File: src/mstl_pkg.sv
package mstl_pkg;

   // configuration registers
   localparam int GAP_W       = 8;
   localparam int RATIO_W     = 8;
   localparam int CSR_INDEX_W = 2;
   localparam int CSR_DATA_W  = 8;

   localparam logic [CSR_INDEX_W-1:0] CSR_GAP   = 2'd0;
   localparam logic [CSR_INDEX_W-1:0] CSR_RATIO = 2'd1;

   localparam logic [GAP_W-1:0]   GAP_RESET   = 8'd0;
   localparam logic [RATIO_W-1:0] RATIO_RESET = 8'd128;
   localparam logic [RATIO_W-1:0] RATIO_MIN   = 8'd26;
   localparam logic [RATIO_W-1:0] RATIO_MAX   = 8'd230;

   // field widths
   localparam int AREA_POS_W  = 16;
   localparam int AREA_SIZE_W = 15;
   localparam int COUNT_W     = 6;
   localparam int MODE_W      = 2;
   localparam int INDEX_W     = 5;
   localparam int POS_X_W     = 17;
   localparam int POS_Y_W     = 18;
   localparam int SIZE_W      = 17;

   // magnitude of the stack dividend, one quotient bit per cycle
   localparam int DIV_W = 16;

   localparam int MAX_VIEWS_DEFAULT = 32;

   localparam logic [MODE_W-1:0] MODE_TILING   = 2'd0;
   localparam logic [MODE_W-1:0] MODE_MONOCLE  = 2'd1;
   localparam logic [MODE_W-1:0] MODE_FLOATING = 2'd2;

   typedef enum logic [2:0] {
      ST_IDLE,
      ST_CALC,
      ST_MUL,
      ST_DIV,
      ST_FIN,
      ST_EMIT
   } mstl_state_type;

endpackage

File: src/mstl_div.sv
module mstl_div import mstl_pkg::*; #(
   parameter int DSR_W = 6
) (
   input  logic              clock,
   input  logic              reset,
   input  logic              start,
   input  logic [DIV_W:0]    dividend,
   input  logic [DSR_W-1:0]  divisor,
   output logic              done,
   output logic [DIV_W:0]    quotient
);

   localparam int CNT_W = $clog2(DIV_W);

   logic              busy_ff, busy_in;
   logic              done_ff, done_in;
   logic              neg_ff;
   logic [CNT_W-1:0]  cnt_ff;
   logic [DSR_W-1:0]  rem_ff;
   logic [DIV_W-1:0]  quo_ff;
   logic [DIV_W:0]    mag;
   logic [DSR_W:0]    trial;
   logic [DSR_W:0]    diff;
   logic              ge;

   // restoring division on magnitudes, sign applied at the end
   assign mag   = dividend[DIV_W] ? (~dividend + 1'b1) : dividend;
   assign trial = {rem_ff, quo_ff[DIV_W-1]};
   assign ge    = trial >= {1'b0, divisor};
   assign diff  = trial - {1'b0, divisor};

   always_comb begin
      busy_in = busy_ff;
      done_in = 1'b0;
      if (start) begin
         busy_in = 1'b1;
      end else if (busy_ff && cnt_ff == '0) begin
         busy_in = 1'b0;
         done_in = 1'b1;
      end
   end

   always_ff @(posedge clock) begin
      if (reset) begin
         busy_ff <= 1'b0;
         done_ff <= 1'b0;
      end else begin
         busy_ff <= busy_in;
         done_ff <= done_in;
      end
   end

   always_ff @(posedge clock) begin
      if (start) begin
         neg_ff <= dividend[DIV_W];
         quo_ff <= mag[DIV_W-1:0];
         rem_ff <= '0;
         cnt_ff <= CNT_W'(DIV_W - 1);
      end else if (busy_ff) begin
         quo_ff <= {quo_ff[DIV_W-2:0], ge};
         rem_ff <= ge ? diff[DSR_W-1:0] : trial[DSR_W-1:0];
         cnt_ff <= cnt_ff - 1'b1;
      end
   end

   assign done     = done_ff;
   assign quotient = neg_ff ? (~{1'b0, quo_ff} + 1'b1) : {1'b0, quo_ff};

endmodule

File: src/master_stack_tile_layout.sv
// Master/stack tile layout. Each request item carries a screen area, a view
// count and a layout mode; the block answers with one rectangle item per view
// in view order, with rsp_last set on the final one. Tiling with two or more
// views puts view 0 in a left master column of width (width - 3*gap) * ratio
// / 256 and splits the right column into equal slots; a single view, or
// monocle mode, fills the area inset by the gap. Floating mode, mode code 3
// and a count of zero produce nothing, and counts above MAX_VIEWS saturate.
// Gap and master ratio are written through the csr port; the user must write
// them only while the block is idle, which the block itself does not enforce.
// Ratio writes clamp to 26..230 (Q0.8). One request is handled at a time:
// req_stall stays high from acceptance until the last rectangle has entered
// the output register. Monocle or a single view goes from the calc state to
// emission; tiling first runs the multiply, the bit-serial slot height divider
// and a finish state. Rectangles go out one per cycle unless rsp_stall holds.
module master_stack_tile_layout import mstl_pkg::*; #(
   parameter int MAX_VIEWS = MAX_VIEWS_DEFAULT
) (
   input  logic                          clock,
   input  logic                          reset,

   input  logic                          req_valid,
   output logic                          req_stall,
   input  logic signed [AREA_POS_W-1:0]  req_area_x,
   input  logic signed [AREA_POS_W-1:0]  req_area_y,
   input  logic [AREA_SIZE_W-1:0]        req_area_width,
   input  logic [AREA_SIZE_W-1:0]        req_area_height,
   input  logic [COUNT_W-1:0]            req_view_count,
   input  logic [MODE_W-1:0]             req_mode,

   output logic                          rsp_valid,
   input  logic                          rsp_stall,
   output logic [INDEX_W-1:0]            rsp_view_index,
   output logic signed [POS_X_W-1:0]     rsp_pos_x,
   output logic signed [POS_Y_W-1:0]     rsp_pos_y,
   output logic signed [SIZE_W-1:0]      rsp_size_w,
   output logic signed [SIZE_W-1:0]      rsp_size_h,
   output logic                          rsp_last,

   input  logic                          csr_wr_en,
   input  logic [CSR_INDEX_W-1:0]        csr_index,
   input  logic [CSR_DATA_W-1:0]         csr_wr_data
);

   // counter wide enough to hold the view count itself
   localparam int CNT_W = $clog2(MAX_VIEWS + 1);

   mstl_state_type state_ff, state_in;

   // configuration
   logic [GAP_W-1:0]    gap_ff;
   logic [RATIO_W-1:0]  ratio_ff;
   logic [RATIO_W-1:0]  ratio_sat;

   // latched request
   logic [AREA_POS_W-1:0]   ax_ff, ay_ff;
   logic [AREA_SIZE_W-1:0]  aw_ff, ah_ff;
   logic [CNT_W-1:0]        n_ff;
   logic                    inset_ff;

   // geometry computed once per item
   logic [SIZE_W-1:0]         g_ext;
   logic [15:0]               ng;
   logic [POS_X_W-1:0]        off_x_ff;
   logic [POS_X_W-1:0]        off_y_ff;
   logic [SIZE_W-1:0]         inner_w_ff, inner_h_ff;
   logic [SIZE_W-1:0]         span_ff;
   logic [DIV_W:0]            num_ff;
   logic signed [25:0]        prod_ff;
   logic [25:0]               prod_adj;
   logic [SIZE_W-1:0]         mw_ff;
   logic [SIZE_W-1:0]         stack_w_ff;
   logic [SIZE_W-1:0]         slot_h_ff;
   logic [POS_X_W-1:0]        sx_ff;
   logic [POS_Y_W-1:0]        step_ff;
   logic [POS_Y_W-1:0]        y_acc_ff;
   logic [CNT_W-1:0]          cur_ff;

   // request decode
   logic [CNT_W-1:0]  n_sat;
   logic              item_empty;
   logic              accept;

   // emit control
   logic              emit_go;
   logic              emit_last;

   // divider
   logic              div_start;
   logic              div_done;
   logic [DIV_W:0]    div_quo;
   logic [CNT_W-1:0]  div_k;

   // output register
   logic                       rsp_valid_ff, rsp_valid_in;
   logic [INDEX_W-1:0]         rsp_view_index_ff;
   logic [POS_X_W-1:0]         rsp_pos_x_ff;
   logic [POS_Y_W-1:0]         rsp_pos_y_ff;
   logic [SIZE_W-1:0]          rsp_size_w_ff, rsp_size_h_ff;
   logic                       rsp_last_ff;

   // ---------------------------------------------------------------
   // configuration writes, ratio clamped on the way in
   // ---------------------------------------------------------------
   always_comb begin
      ratio_sat = csr_wr_data;
      if (csr_wr_data < RATIO_MIN) begin
         ratio_sat = RATIO_MIN;
      end else if (csr_wr_data > RATIO_MAX) begin
         ratio_sat = RATIO_MAX;
      end
   end

   always_ff @(posedge clock) begin
      if (reset) begin
         gap_ff   <= GAP_RESET;
         ratio_ff <= RATIO_RESET;
      end else if (csr_wr_en) begin
         case (csr_index)
            CSR_GAP:   gap_ff   <= csr_wr_data;
            CSR_RATIO: ratio_ff <= ratio_sat;
            default:   ;
         endcase
      end
   end

   // ---------------------------------------------------------------
   // request decode
   // ---------------------------------------------------------------
   assign n_sat = (8'(req_view_count) > 8'(MAX_VIEWS)) ? CNT_W'(MAX_VIEWS)
                                                      : CNT_W'(req_view_count);
   // floating and the unused mode code give no rectangles
   assign item_empty = (n_sat == '0)
                    || (req_mode != MODE_TILING && req_mode != MODE_MONOCLE);

   assign accept    = req_valid && (state_ff == ST_IDLE);
   assign req_stall = (state_ff != ST_IDLE);

   assign emit_go   = (state_ff == ST_EMIT) && (!rsp_valid_ff || !rsp_stall);
   assign emit_last = (cur_ff == n_ff - 1'b1);
   assign div_start = (state_ff == ST_MUL);
   assign div_k     = n_ff - 1'b1;

   // ---------------------------------------------------------------
   // sequencer
   // ---------------------------------------------------------------
   always_comb begin
      state_in = state_ff;
      case (state_ff)
         ST_IDLE: begin
            if (accept && !item_empty) begin
               state_in = ST_CALC;
            end
         end
         ST_CALC: begin
            // inset layouts need no master split or slot division
            state_in = inset_ff ? ST_EMIT : ST_MUL;
         end
         ST_MUL: begin
            state_in = ST_DIV;
         end
         ST_DIV: begin
            if (div_done) begin
               state_in = ST_FIN;
            end
         end
         ST_FIN: begin
            state_in = ST_EMIT;
         end
         ST_EMIT: begin
            if (emit_go && emit_last) begin
               state_in = ST_IDLE;
            end
         end
         default: begin
            state_in = ST_IDLE;
         end
      endcase
   end

   always_ff @(posedge clock) begin
      if (reset) begin
         state_ff <= ST_IDLE;
      end else begin
         state_ff <= state_in;
      end
   end

   // ---------------------------------------------------------------
   // datapath
   // ---------------------------------------------------------------
   assign g_ext = {{(SIZE_W - GAP_W){1'b0}}, gap_ff};
   assign ng    = 16'(n_ff) * 16'(gap_ff);

   // divide by 256 truncating toward zero: bias negative products first
   assign prod_adj = prod_ff + (prod_ff[25] ? 26'd255 : 26'd0);

   always_ff @(posedge clock) begin
      case (state_ff)
         ST_IDLE: begin
            if (accept) begin
               ax_ff    <= req_area_x;
               ay_ff    <= req_area_y;
               aw_ff    <= req_area_width;
               ah_ff    <= req_area_height;
               n_ff     <= n_sat;
               inset_ff <= (req_mode == MODE_MONOCLE) || (n_sat == CNT_W'(1));
            end
         end
         ST_CALC: begin
            off_x_ff   <= {ax_ff[AREA_POS_W-1], ax_ff} + g_ext;
            off_y_ff   <= {ay_ff[AREA_POS_W-1], ay_ff} + g_ext;
            inner_w_ff <= {2'b00, aw_ff} - (g_ext << 1);
            inner_h_ff <= {2'b00, ah_ff} - (g_ext << 1);
            span_ff    <= {2'b00, aw_ff} - g_ext * 17'd3;
            // slot dividend: height - 2g - (k - 1)g = height - n*g
            num_ff     <= {2'b00, ah_ff} - {1'b0, ng};
            cur_ff     <= '0;
            y_acc_ff   <= {ay_ff[AREA_POS_W-1], ay_ff[AREA_POS_W-1], ay_ff}
                          + {{(POS_Y_W - GAP_W){1'b0}}, gap_ff};
         end
         ST_MUL: begin
            prod_ff <= $signed(span_ff) * $signed({1'b0, ratio_ff});
         end
         ST_DIV: begin
            mw_ff <= prod_adj[24:8];
         end
         ST_FIN: begin
            sx_ff      <= off_x_ff + mw_ff + g_ext;
            stack_w_ff <= span_ff - mw_ff;
            slot_h_ff  <= div_quo;
            step_ff    <= {div_quo[DIV_W], div_quo}
                          + {{(POS_Y_W - GAP_W){1'b0}}, gap_ff};
         end
         ST_EMIT: begin
            if (emit_go) begin
               cur_ff <= cur_ff + 1'b1;
               // stack rows walk down one slot plus gap at a time
               if (!inset_ff && cur_ff != '0) begin
                  y_acc_ff <= y_acc_ff + step_ff;
               end
            end
         end
         default: ;
      endcase
   end

   mstl_div #(
      .DSR_W (CNT_W)
   ) u_div (
      .clock    (clock),
      .reset    (reset),
      .start    (div_start),
      .dividend (num_ff),
      .divisor  (div_k),
      .done     (div_done),
      .quotient (div_quo)
   );

   // ---------------------------------------------------------------
   // output register
   // ---------------------------------------------------------------
   assign rsp_valid_in = emit_go || (rsp_valid_ff && rsp_stall);

   always_ff @(posedge clock) begin
      if (reset) begin
         rsp_valid_ff <= 1'b0;
      end else begin
         rsp_valid_ff <= rsp_valid_in;
      end
   end

   always_ff @(posedge clock) begin
      if (emit_go) begin
         rsp_view_index_ff <= INDEX_W'(cur_ff);
         rsp_last_ff       <= emit_last;
         if (inset_ff) begin
            rsp_pos_x_ff  <= off_x_ff;
            rsp_pos_y_ff  <= {off_y_ff[POS_X_W-1], off_y_ff};
            rsp_size_w_ff <= inner_w_ff;
            rsp_size_h_ff <= inner_h_ff;
         end else if (cur_ff == '0) begin
            // master column
            rsp_pos_x_ff  <= off_x_ff;
            rsp_pos_y_ff  <= {off_y_ff[POS_X_W-1], off_y_ff};
            rsp_size_w_ff <= mw_ff;
            rsp_size_h_ff <= inner_h_ff;
         end else begin
            rsp_pos_x_ff  <= sx_ff;
            rsp_pos_y_ff  <= y_acc_ff;
            rsp_size_w_ff <= stack_w_ff;
            rsp_size_h_ff <= slot_h_ff;
         end
      end
   end

   assign rsp_valid      = rsp_valid_ff;
   assign rsp_view_index = rsp_view_index_ff;
   assign rsp_pos_x      = rsp_pos_x_ff;
   assign rsp_pos_y      = rsp_pos_y_ff;
   assign rsp_size_w     = rsp_size_w_ff;
   assign rsp_size_h     = rsp_size_h_ff;
   assign rsp_last       = rsp_last_ff;

endmodule

File: config.mk
export PLATFORM = sky130hd
export DESIGN_NAME = master_stack_tile_layout
export DESIGN_NICKNAME = d
export VERILOG_FILES = /design/src/mstl_pkg.sv /design/src/mstl_div.sv /design/src/master_stack_tile_layout.sv
export SDC_FILE = /design/constraint.sdc
export NUM_CORES = 1
export LEC_CHECK = 0
export ABC_AREA = 1
export ABC_CLOCK_PERIOD_IN_PS = 5850
export BUFFER_PORTS_ARGS = -buffer_cell sky130_fd_sc_hd__buf_2
export CELL_PAD_IN_SITES_DETAIL_PLACEMENT = 2
export CELL_PAD_IN_SITES_GLOBAL_PLACEMENT = 2
export CORE_MARGIN = 2
export CORE_UTILIZATION = 36
export CTS_CLUSTER_SIZE = 40
export DETAILED_ROUTE_END_ITERATION = 10
export PLACE_DENSITY = 0.82
export SYNTH_ARGS = -nofsm -noshare
export SYNTH_HDL_FRONTEND = slang
export SYNTH_HIERARCHICAL = 1
export SYNTH_SLANG_ARGS = --single-unit
File: constraint.sdc
create_clock -name clock -period 5.85 [get_ports clock]
set_input_delay 0.585 -clock clock [delete_from_list [all_inputs] [get_ports clock]]
set_output_delay 0.585 -clock clock [all_outputs]
set_load 0.02 [all_outputs]
==> flow_metrics.tcl <==
set metrics [dict create \
    drtIter0Drc 1098 \
    tightest_slew_ns 1.021 \
    port_buffers 161 \
    skew_ns 0.01593 \
    cts_sinks 426 \
    diodes 0 \
    syn2layout_area_growth_pct 12.74 \
    synth.area.top_cells "edfxtp_1, fa_1, ha_1" \
    viasPerCell 5.176 \
    startpoint "ratio_ff[1]$_SDFFE_PP0P_" \
    synth_edf_count 394 \
    synth_flop_cell "edfxtp_1" \
    vias 22800 \
    maxSlewHeadroom_pct 31.91 \
    io_pins 162 \
    cts_root_buffer "clkbuf_16" \
    cpMostUsedCell "fa_1" \
    wl_per_cell_um 22.88 \
    gp_congestion 0.8181 \
    whs_ns 0.1464 \
    fin_crit_sh_pct 87.68 \
    place_ws_ns 0.7213 \
    drv_slew 0 \
    ir_drop_mv 0.2119 \
    p_leak_uw 0.01541 \
    clock_path_buffers 3 \
    finalWorstSetupSlack_ns 0.7206 \
    total_power_uw 11650 \
    layout-drive-gt1-share_pct 10.97 \
    die_w_um 290.8 \
    r2r_cells 14 \
    rows 105 \
    arrival_ns 5.48 \
    reg2reg_slack_ns 0.72 \
    drt_wl_total_mm 100.8 \
    yosys.area.top_type_share_pct 39.95 \
    synth_fp_nets 3580 \
    grt_max_degree 66 \
    fin_tns_setup_ns 0 \
    status "complete, no violations" \
    clock_latency_ns 0.62 \
    cts_tree "yes" \
    fin_crit_ns 5.129 \
    drtPass1Iterations 5 \
    nets 3755 \
    async_reset_ff_share_pct 0 \
    synth_largest_area_cell "edfxtp_1" \
    fmax_mhz 195.0 \
    synthCells 3120 \
    yosys_register_bits 426 \
    crit_fanout 17 \
    hold_viol 0 \
    track_usage_pct 23.88 \
    maxCapViolations 0 \
    num-fill-cells 8823 \
    initial_utilization_pct 36.24 \
    clk_pin_slew_worst_paths_ns 0.06 \
    core_um2 81720 \
    cp-end-kind "flop" \
    critical_path.endpoint "prod_ff[24]$_DFFE_PP_" \
    p_per_area_nw_per_um2 349.1 \
    die_h_um 290.8 \
    first_global_vias 26360 \
    path_class "reg2reg" \
    post_cts_buffers 0 \
    hpwlAfterDp_mm 78.14 \
    cts_htree_levels 2 \
    setup_viol 0 \
    syn_area_um2 29610 \
    crit_required_ns 6.20 \
    regToRegStartpoint "ratio_ff[1]$_SDFFE_PP0P_" \
    rsz0062_at_grt "no" \
    synth.distinct_cells 63 \
    post_synth.cell_area_avg_um2 9.492 \
    slowest_stage "dfxtp_1" \
    critPathLaunchType "flop" \
    crit_chain "nand2_1 > inv_1 > fa_1 > inv_1 > fa_1 > fa_1 > fa_1 > inv_1 > ha_1 > nand2_1 > nor4_1 > nand4_1 > nand3_1 > xor2_1" \
    antenna_left 0 \
    min_path_type "in2reg" \
    yosysWarnings 6 \
    antenna_found_initial 3 \
    cpPeakStageDelay_ns 0.81 \
    grt_pass1_wl_mm 156.6 \
    gr-total-overflow 0 \
    cts_buffers 51 \
    die-area_um2 84570 \
    cts_hold_buf 0 \
    r2r-end "prod_ff[24]$_DFFE_PP_" \
    remaining_drc_errors 0 \
    post_cts_resized 0 \
    ys_seq_area_share_pct 42.11 \
]
[flip-flops by register name, indices dropped and copies added (netlist names), 16 cells and up]
register,count
prod_ff,25
rsp_pos_y,18
step_ff,18
y_acc_ff,18
mw_ff,17
off_x_ff,17
off_y_ff,17
rsp_pos_x,17
rsp_size_h,17
rsp_size_w,17
slot_h_ff,17
stack_w_ff,17
sx_ff,17
ax_ff,16
ay_ff,16
inner_h_ff,16
inner_w_ff,16
num_ff,16
span_ff,16
u_div/quo_ff,16
[layout make-up]
cell class	count	area, µm²	share of cell area, %
multi-input combinational	2052	14730	44.12
sequential	426	12470	37.36
inverter	577	2166	6.487
tap	1070	1339	4.010
clock inverter	24	261.5	0.7832
timing repair buffer	187	1001	2.998
clock buffer	69	1418	4.246
[power breakdown]
part           switching, µW  internal, µW  total [µW]
Sequential               395          3960        4360
Combinational           2670          1350        4020
Clock                   1360          1920        3280
Total                   4430          7230       11700
[layout by cell type, fill, tap and decap left out, drive strengths merged, types with 2 or more instances in the layout]
cell type and instances:
nand2 646, inv 577, edfxtp 394, ha 214
nor2 201, buf 187, a21oi 163, fa 161
nand3 145, o21ai 135, xor2 109, clkbuf 69
xnor2 60, mux2 46, nor3 37, dfxtp 32
nand4 29, a21o 20, clkinv 16, a31oi 15
nand3b 10, o21bai 10, a21boi 10, nor4 6
o211ai 5, o31ai 5, bufinv 5, o22ai 5
and2 4, a211oi 4, clkinvlp 3, or2 3
o21a 2
[cells in the mapped netlist (17+ instances only)]
cell type / number
xnor2_1: 60
ha_1: 214
nand2_1: 631
edfxtp_1: 394
a21oi_1: 156
xor2_1: 108
o21ai_0: 95
o21ai_1: 26
dfxtp_1: 32
nor2_1: 192
mux2_2: 29
nand3_1: 141
a21o_1: 20
fa_1: 161
inv_1: 570
clkbuf_1: 41
mux2_1: 17
nor3_1: 32
nand4_1: 29
[how the worst min path moves through the flow]
stage | from | endpoint | cells past startpoint
floorplan | aw_ff[0]$_DFFE_PP_ | inner_w_ff[0]$_DFFE_PP_ | 0
global placement | u_div/cnt_ff[3]$_SDFFE_PP1P_ | u_div/cnt_ff[3]$_SDFFE_PP1P_ | 2
detailed placement | u_div/cnt_ff[3]$_SDFFE_PP1P_ | u_div/cnt_ff[3]$_SDFFE_PP1P_ | 2
CTS | req_area_height[10] | ah_ff[10]$_DFFE_PP_ | 1
global route | req_area_height[10] | ah_ff[10]$_DFFE_PP_ | 1
finish | req_area_width[4] | aw_ff[4]$_DFFE_PP_ | 1
[routing by layer]
metal  vias up  wire length [µm]  track usage [%]
li1      10500                 -                -
met1     11770             43590            29.98
met2       399             51220            43.31
met3       134              3389            2.799
met4         6              2555            6.281
met5         -                36                0
[stage by stage]
step,cell area (µm²),utilization (%),instances
after floorplan,29620,-,3120
after global placement,31710,38.80,4312
after detailed placement,31710,38.80,4312
after CTS,33390,40.86,4405
after global routing,33390,40.86,4405
final,33390,40.86,4405
[worst max-delay path: cells and delay by family, from the launching register on]
| family | cells | cell delay, ns |
|---|---|---|
| xor+xnor | 1 | 0.07 |
| buf+inv | 3 | 0.50 |
| flops | 1 | 0.81 |
| fa+ha+maj | 5 | 2.49 |
| simple gates | 5 | 0.95 |
[kinds of logic after synthesis]
kind of cell	count (synthesis)	synth area share, %
AOI/OAI and AO/OA	378	7.360
xor gates and xnor gates	170	5.100
adders and majority gates	375	19.92
buffers and inverters	642	8.285
DFF	426	42.11
muxes	46	1.749
and+or+nand+nor	1083	15.47
(Power assumes the default switching activity.)
